File: config.mk
export PLATFORM = sky130hd
export DESIGN_NAME = nec_ir_pulse_decoder_core
export DESIGN_NICKNAME = d
export VERILOG_FILES = /design/src/hdl/nec_ir_pkg.sv /design/src/hdl/nec_ir_cfg_regs.sv /design/src/hdl/nec_ir_decode.sv /design/src/hdl/nec_ir_pulse_decoder_core.sv
export SDC_FILE = /design/constraint.sdc
export NUM_CORES = 2
export LEC_CHECK = 0
export BUFFER_PORTS_ARGS = -buffer_cell sky130_fd_sc_hd__buf_4
export CORE_MARGIN = 2
export CORE_UTILIZATION = 34
export CTS_BUF_LIST = sky130_fd_sc_hd__clkbuf_4
export CTS_CLUSTER_DIAMETER = 60
export DETAILED_ROUTE_END_ITERATION = 8
export GPL_ROUTABILITY_DRIVEN = 0
export PLACE_DENSITY = 0.6
export SLEW_MARGIN = 20
export SYNTH_ARGS = -nofsm -noshare
export SYNTH_HDL_FRONTEND = slang
export SYNTH_HIERARCHICAL = 1
export SYNTH_SLANG_ARGS = --single-unit
File: constraint.sdc
create_clock -name clk_i -period 14.1 [get_ports clk_i]
set_input_delay 2.82 -clock clk_i [delete_from_list [all_inputs] [get_ports clk_i]]
set_output_delay 2.82 -clock clk_i [all_outputs]
set_load 0.005 [all_outputs]
File: src/hdl/nec_ir_pkg.sv
// Package for the NEC IR pulse decoder: types, register map, helpers.
// No dependencies.
`default_nettype none
package nec_ir_pkg;

  localparam int CHANNELS   = 4;
  localparam int FRAME_BITS = 32;

  localparam int CH_W      = 2;
  localparam int CAP_W     = 16;
  localparam int CODE_W    = 32;
  localparam int OVF_W     = 8;
  localparam int CFG_IDX_W = 3;
  localparam int CFG_W     = 16;
  // bit counter holds 0..FRAME_BITS
  localparam int BCNT_W    = $clog2(FRAME_BITS + 2);
  // width = cap + ovf * period - rise, clamped at zero
  localparam int PROD_W    = OVF_W + CFG_W;
  localparam int W_W       = PROD_W + 1;

  localparam logic [CFG_IDX_W-1:0] REG_TIMER_PERIOD = 3'd0;
  localparam logic [CFG_IDX_W-1:0] REG_BOOT_WIDTH   = 3'd1;
  localparam logic [CFG_IDX_W-1:0] REG_REP_FIRST    = 3'd2;
  localparam logic [CFG_IDX_W-1:0] REG_REP_SECOND   = 3'd3;
  localparam logic [CFG_IDX_W-1:0] REG_TOLERANCE    = 3'd4;
  localparam logic [CFG_IDX_W-1:0] REG_ONE_THRESH   = 3'd5;

  localparam logic OP_CAPTURE  = 1'b0;
  localparam logic OP_OVERFLOW = 1'b1;

  typedef struct packed {
    logic             op;
    logic [CH_W-1:0]  channel;
    logic [CAP_W-1:0] capture_value;
  } in_item_t;

  typedef struct packed {
    logic [CH_W-1:0]   out_channel;
    logic [CODE_W-1:0] code;
    logic              is_repeat;
  } out_item_t;

  typedef struct packed {
    logic [CFG_W-1:0] timer_period;
    logic [CFG_W-1:0] boot_width;
    logic [CFG_W-1:0] repeat_first_width;
    logic [CFG_W-1:0] repeat_second_width;
    logic [CFG_W-1:0] width_tolerance;
    logic [CFG_W-1:0] one_threshold;
  } cfg_t;

  // nom +/- tol; a negative lower bound admits zero
  function automatic logic in_window(logic [W_W-1:0] w, logic [CFG_W-1:0] nom,
                                     logic [CFG_W-1:0] tol);
    logic [CFG_W:0]   hi;
    logic [CFG_W-1:0] lo;
    logic             lo_neg;
    hi     = {1'b0, nom} + {1'b0, tol};
    lo     = nom - tol;
    lo_neg = tol > nom;
    return (lo_neg || (w >= W_W'(lo))) && (w <= W_W'(hi));
  endfunction

endpackage
`default_nettype wire

File: src/hdl/nec_ir_cfg_regs.sv
// Configuration register file of the NEC IR decoder.
// Depends on nec_ir_pkg.
`default_nettype none
module nec_ir_cfg_regs (
  input  logic                            clk_i,
  input  logic                            rst_ni,
  input  logic                            cfg_valid_i,
  output logic                            cfg_ready_o,
  input  logic [nec_ir_pkg::CFG_IDX_W-1:0] cfg_index_i,
  input  logic [nec_ir_pkg::CFG_W-1:0]     cfg_wdata_i,
  output nec_ir_pkg::cfg_t                cfg_o
);
  import nec_ir_pkg::*;

  cfg_t cfg_q, cfg_d;

  assign cfg_ready_o = 1'b1;

  always_comb begin
    cfg_d = cfg_q;
    if (cfg_valid_i) begin
      case (cfg_index_i)
        REG_TIMER_PERIOD: cfg_d.timer_period        = cfg_wdata_i;
        REG_BOOT_WIDTH:   cfg_d.boot_width          = cfg_wdata_i;
        REG_REP_FIRST:    cfg_d.repeat_first_width  = cfg_wdata_i;
        REG_REP_SECOND:   cfg_d.repeat_second_width = cfg_wdata_i;
        REG_TOLERANCE:    cfg_d.width_tolerance     = cfg_wdata_i;
        REG_ONE_THRESH:   cfg_d.one_threshold       = cfg_wdata_i;
        default:          cfg_d = cfg_q;
      endcase
    end
  end

  always_ff @(posedge clk_i or negedge rst_ni) begin
    if (!rst_ni) begin
      cfg_q.timer_period        <= 16'd65535;
      cfg_q.boot_width          <= 16'd4500;
      cfg_q.repeat_first_width  <= 16'd2250;
      cfg_q.repeat_second_width <= 16'd560;
      cfg_q.width_tolerance     <= 16'd200;
      cfg_q.one_threshold       <= 16'd1000;
    end else begin
      cfg_q <= cfg_d;
    end
  end

  assign cfg_o = cfg_q;

endmodule
`default_nettype wire

File: src/hdl/nec_ir_decode.sv
// Per-channel state and single-pass decode step of the NEC IR decoder.
// Depends on nec_ir_pkg.
`default_nettype none
module nec_ir_decode (
  input  logic                  clk_i,
  input  logic                  rst_ni,
  input  logic                  step_i,
  input  nec_ir_pkg::in_item_t  item_i,
  input  nec_ir_pkg::cfg_t      cfg_i,
  output logic                  res_vld_o,
  output nec_ir_pkg::out_item_t res_o
);
  import nec_ir_pkg::*;

  localparam logic [1:0] PH_NONE  = 2'd0;
  localparam logic [1:0] PH_FRAME = 2'd1;
  localparam logic [1:0] PH_REP   = 2'd2;

  typedef struct packed {
    logic              expect_rising;
    logic [CAP_W-1:0]  rise_time;
    logic [OVF_W-1:0]  overflow_count;
    logic [1:0]        repeat_phase;
    logic [BCNT_W-1:0] bit_count;
    logic [CODE_W-1:0] shift_bits;
    logic [CODE_W-1:0] saved_code;
  } chan_st_t;

  chan_st_t st_q [CHANNELS];

  chan_st_t             cur, nxt;
  logic [CHANNELS-1:0]  ch_hit;
  logic [PROD_W-1:0]    prod;
  logic [W_W-1:0]       sum, w;
  logic [BCNT_W-1:0]    pos;
  logic [CODE_W-1:0]    bit_mask;
  logic                 rep, frame_done;

  // channel select; channels past CHANNELS never hit
  always_comb begin
    cur    = '0;
    ch_hit = '0;
    for (int i = 0; i < CHANNELS; i++) begin
      if (int'(item_i.channel) == i) begin
        ch_hit[i] = 1'b1;
        cur       = st_q[i];
      end
    end
  end

  always_comb begin
    prod = PROD_W'(cur.overflow_count) * PROD_W'(cfg_i.timer_period);
    sum  = W_W'(item_i.capture_value) + W_W'(prod);
    w    = (sum >= W_W'(cur.rise_time)) ? sum - W_W'(cur.rise_time) : '0;
    pos  = cur.bit_count - BCNT_W'(1);
    bit_mask = '0;
    for (int j = 0; j < CODE_W; j++) begin
      if (int'(pos) == j) bit_mask[j] = 1'b1;
    end
  end

  always_comb begin
    nxt        = cur;
    rep        = 1'b0;
    frame_done = 1'b0;
    if (item_i.op == OP_OVERFLOW) begin
      if (cur.overflow_count != '1) nxt.overflow_count = cur.overflow_count + OVF_W'(1);
    end else if (cur.expect_rising) begin
      nxt.rise_time      = item_i.capture_value;
      nxt.overflow_count = '0;
      nxt.expect_rising  = 1'b0;
    end else begin
      nxt.expect_rising = 1'b1;
      case (cur.repeat_phase)
        PH_FRAME: begin
          if (in_window(w, cfg_i.repeat_first_width, cfg_i.width_tolerance))
            nxt.repeat_phase = PH_REP;
        end
        PH_REP: begin
          if (in_window(w, cfg_i.repeat_second_width, cfg_i.width_tolerance)) begin
            nxt.repeat_phase = PH_FRAME;
            rep              = 1'b1;
          end
        end
        default: nxt.repeat_phase = cur.repeat_phase;
      endcase
      if (in_window(w, cfg_i.boot_width, cfg_i.width_tolerance)) begin
        nxt.bit_count  = BCNT_W'(1);
        nxt.shift_bits = '0;
      end else if (cur.bit_count != '0) begin
        if (w > W_W'(cfg_i.one_threshold)) nxt.shift_bits = cur.shift_bits | bit_mask;
        nxt.bit_count = cur.bit_count + BCNT_W'(1);
        if (cur.bit_count == BCNT_W'(FRAME_BITS)) begin
          frame_done       = 1'b1;
          nxt.bit_count    = '0;
          nxt.repeat_phase = PH_FRAME;
          nxt.saved_code   = nxt.shift_bits;
        end
      end
    end
  end

  // a finished frame wins over a repeat ending on the same pulse
  always_comb begin
    res_vld_o         = (|ch_hit) && (frame_done || rep);
    res_o.out_channel = item_i.channel;
    res_o.code        = frame_done ? nxt.shift_bits : cur.saved_code;
    res_o.is_repeat   = !frame_done;
  end

  always_ff @(posedge clk_i or negedge rst_ni) begin
    if (!rst_ni) begin
      for (int i = 0; i < CHANNELS; i++) st_q[i] <= '0;
    end else begin
      for (int i = 0; i < CHANNELS; i++) begin
        if (step_i && ch_hit[i]) st_q[i] <= nxt;
      end
    end
  end

endmodule
`default_nettype wire

File: src/hdl/nec_ir_pulse_decoder_core.sv
// Top level of the four-channel NEC IR pulse decoder.
// Depends on nec_ir_pkg, nec_ir_cfg_regs, nec_ir_decode.
//
//   port group   direction  handshake               payload
//   in_*         in         in_valid_i / in_stall_o  in_item_i (op, channel, capture_value)
//   out_*        out        out_valid_o / out_stall_i out_item_o (out_channel, code, is_repeat)
//   cfg_*        in         cfg_valid_i / cfg_ready_o cfg_index_i, cfg_wdata_i
//
// An event is registered in in_q at accept and decoded from there once the
// output register is free; its result is registered in out_q and shows on
// out_* from there.
// One event per cycle sustained while out_* is not stalled; the per-channel state update is one pass.
// Reset clears all channel state and loads the default register values.
// A stalled result holds the output register; one more event may wait in
// the input register, after which in_stall_o rises.
`default_nettype none
module nec_ir_pulse_decoder_core (
  input  logic                             clk_i,
  input  logic                             rst_ni,
  input  logic                             in_valid_i,
  output logic                             in_stall_o,
  input  nec_ir_pkg::in_item_t             in_item_i,
  output logic                             out_valid_o,
  input  logic                             out_stall_i,
  output nec_ir_pkg::out_item_t            out_item_o,
  input  logic                             cfg_valid_i,
  output logic                             cfg_ready_o,
  input  logic [nec_ir_pkg::CFG_IDX_W-1:0] cfg_index_i,
  input  logic [nec_ir_pkg::CFG_W-1:0]     cfg_wdata_i
);
  import nec_ir_pkg::*;

  cfg_t      cfg;
  in_item_t  in_q;
  logic      in_vld_q, in_vld_d;
  out_item_t out_q, res;
  logic      out_vld_q, out_vld_d;
  logic      res_vld, out_free, advance, in_acc;

  nec_ir_cfg_regs u_cfg (
    .clk_i       (clk_i),
    .rst_ni      (rst_ni),
    .cfg_valid_i (cfg_valid_i),
    .cfg_ready_o (cfg_ready_o),
    .cfg_index_i (cfg_index_i),
    .cfg_wdata_i (cfg_wdata_i),
    .cfg_o       (cfg)
  );

  assign out_free   = !out_vld_q || !out_stall_i;
  assign advance    = in_vld_q && out_free;
  assign in_stall_o = in_vld_q && !advance;
  assign in_acc     = in_valid_i && !in_stall_o;

  nec_ir_decode u_dec (
    .clk_i     (clk_i),
    .rst_ni    (rst_ni),
    .step_i    (advance),
    .item_i    (in_q),
    .cfg_i     (cfg),
    .res_vld_o (res_vld),
    .res_o     (res)
  );

  always_comb begin
    in_vld_d = in_acc ? 1'b1 : (advance ? 1'b0 : in_vld_q);
    out_vld_d = out_free ? (advance && res_vld) : out_vld_q;
  end

  always_ff @(posedge clk_i or negedge rst_ni) begin
    if (!rst_ni) begin
      in_vld_q  <= 1'b0;
      out_vld_q <= 1'b0;
    end else begin
      in_vld_q  <= in_vld_d;
      out_vld_q <= out_vld_d;
    end
  end

  always_ff @(posedge clk_i) begin
    if (in_acc) in_q <= in_item_i;
    if (out_free && advance) out_q <= res;
  end

  assign out_valid_o = out_vld_q;
  assign out_item_o  = out_q;

endmodule
`default_nettype wire

==> flow_summary.json <==
{
  "wire_per_inst_um": 20.0,
  "setup_violations": 0,
  "max_freq_ghz": 0.0838,
  "vias": 28000,
  "syn_area_um2": 36700,
  "wl_um": 104000,
  "dieArea_um2": 111000,
  "syn-num-nets": 3997,
  "status": "finished clean",
  "fin_skew_ps": 98.8,
  "finalHoldViolCount": 0,
  "netlist_top_cells_area": "dfrtp_1 31%, ha_1 9.0%, mux4_2 6.0%, fa_1 5.8%, mux2_2 5.7%",
  "grt-ovfl-total": 0,
  "start_util": 0.343,
  "dp_hpwl_um": 73300,
  "ys_warn_count": 6,
  "worst-path-max-fanout": 40,
  "syn_avg_cell_area_um2": 10.2,
  "grt_pass1_wl_um": 166000,
  "startpoint": "in_q[16]",
  "synth_common_cells": "448 x dfrtp_1, 429 x nand2_1, 359 x o21ai_0",
  "finalCritPeriodShare": 0.846,
  "max_stage_delay_ps": 840,
  "required_ps": 14990,
  "cp.arrival_ps": 12820,
  "reg2reg_from": "in_q[16]",
  "grt_start_max_net_pins": 183,
  "ys_seq_area_frac": 0.377,
  "drt-pass1-iter-count": 5,
  "critPathSlowestCell": "edfxtp_1",
  "antenna_found_initial": 4,
  "synth_edf_count": 54,
  "ys.flop_type": "dfrtp_1",
  "cts_resized": 0,
  "final_layout_size_suffix_gt1_frac": 0.206,
  "die_height_um": 333,
  "critical_path_class": "flip-flop to flip-flop",
  "tightestPinTransition_ps": 1150,
  "rows": 120,
  "clk_pin_slew_worst_paths_ps": 70,
  "yosys.area.top_type": "dfrtp_1",
  "critPathLaunchType": "flip-flop",
  "hold_start": "u_dec/st_q[82]",
  "yosysMostFrequentCell": "dfrtp_1",
  "numCtsBuffers": 153,
  "synth_cell_types": 98,
  "cts_setup_buffers": 0,
  "cts_htree_levels": 4,
  "clock_sinks": 540,
  "cts_hold_buf": 0,
  "hp-class": "flip-flop to flip-flop",
  "synth-seq-cells": 540,
  "dieWidth_um": 333,
  "grt_pass1_vias": 28600,
  "coreArea_um2": 107000,
  "async_flop_share": 0.900,
  "end_kind": "flip-flop",
  "viasPerCell": 5.38,
  "cts_buffer_depth": 3,
  "area_growth_pct": 10.7,
  "root_buffer": "clkbuf_4",
  "pin_count": 81,
  "cts_tree": "done",
  "fin_crit_ps": 11930,
  "slew_viol_final": 0,
  "synth_top_area_frac": 0.305,
  "rsz0062_at_grt": "no",
  "crit_top_cell": "fa_1",
  "max_cap_viol_count": 0,
  "first_iter_violations": 2105,
  "ant_nets": 0,
  "io_buffers": 79,
  "drc": 0,
  "synth_cells": 3582,
  "slew_headroom": 0.236,
  "track_usage": 0.189,
  "setup-tns-final_ps": 0,
  "clk-insertion-delay-late_ps": 1070,
  "layout.nets": 4078
}
cells by family after synthesis:
family | after synthesis | share of synthesized area
compound gates | 905 | 0.161
other cells | 1 | 0.000102
xor+xnor | 108 | 0.0258
mux | 292 | 0.119
flops | 540 | 0.377
simple gates | 901 | 0.116
buf+inv | 457 | 0.0509
fa+ha+maj | 378 | 0.150
path summary, 6_finish.rpt:
path | endpoint | depth (start not counted) | slack [ps]
max in group asynchronous | u_dec/st_q[116] | 3 | 10240
min reg2reg | u_dec/st_q[82] | 2 | 480
max | u_dec/st_q[202] | 38 | 2170
max reg2reg | u_dec/st_q[202] | 38 | 2170
min | u_dec/st_q[82] | 2 | 480
min in group asynchronous | u_cfg/cfg_o[32] | 1 | 1820
worst max-delay path, delay by kind of cell, from the launching register on:
family	cells	cell delay, ps
simple gates	10	2980
mux	2	1210
xor+xnor	1	150
compound gates	14	3060
flops	1	840
fa+ha+maj	8	3190
buf+inv	3	320
state kept, by name, summed over array words and instances, names as in the netlist:
register     flops
in_q            19
u_dec/st_q     388
out_item_o      35
out_valid_o      1
u_cfg/cfg_o     96
in_vld_q         1
metrics by stage:
stage | hold WS [ps] | setup WS, ps | instance area [µm²] | utilization | std cells
3_5_place_dp | 466 | 2230 | 38600 | 0.361 | 4911
2_1_floorplan | 445 | 3630 | 36700 | - | 3582
4_1_cts | 479 | 2190 | 40600 | 0.380 | 5192
6_report | 476 | 2170 | 40700 | 0.380 | 5198
5_1_grt | 501 | 1110 | 40700 | 0.380 | 5198
3_3_place_gp | 456 | 2400 | 38600 | 0.361 | 4911
placed cells by master (no fill, tap or decap), drive strengths merged, types with 18 or more instances in the layout:
| cell | count |
|---|---|
| dfrtp | 448 |
| nand2 | 429 |
| o21ai | 417 |
| inv | 266 |
| ha | 265 |
| clkbuf | 234 |
| mux2 | 191 |
| a21oi | 159 |
| nor2 | 145 |
| buf | 124 |
| fa | 107 |
| mux4 | 97 |
| xnor2 | 84 |
| and2 | 83 |
| edfxtp | 54 |
| nand3 | 46 |
| o41ai | 40 |
| dfstp | 38 |
| clkinv | 38 |
| a21o | 33 |
| a41oi | 33 |
| nand2b | 32 |
| nor2b | 30 |
| a31oi | 29 |
| nor3 | 29 |
| nand4 | 27 |
| a41o | 25 |
| xor2 | 24 |
| a211oi | 23 |
| and3 | 18 |
per-layer routing:
metal / global-route usage / part of all wire / vias up
met4: 0.0559 / 0.023 / 2
met1: 0.254 / 0.45 / 14000
met2: 0.310 / 0.47 / 750
met3: 0.0348 / 0.052 / 162
met5: 0 / 0.00011 / -
li1: - / - / 13000
area by class of cell:
type                       instances  area (µm²)
timing repair buffer             124         951
clock buffer                     234        1760
sequential                       540       13800
fill                           10700       66400
antenna                            6        15.0
clock inverter                    47         269
multi-input combinational       2585       21100
inverter                         259         976
tap                             1403        1760
Power is not shown: default switching activity piles up to over one toggle a cycle in this logic, so the estimate is an artifact.
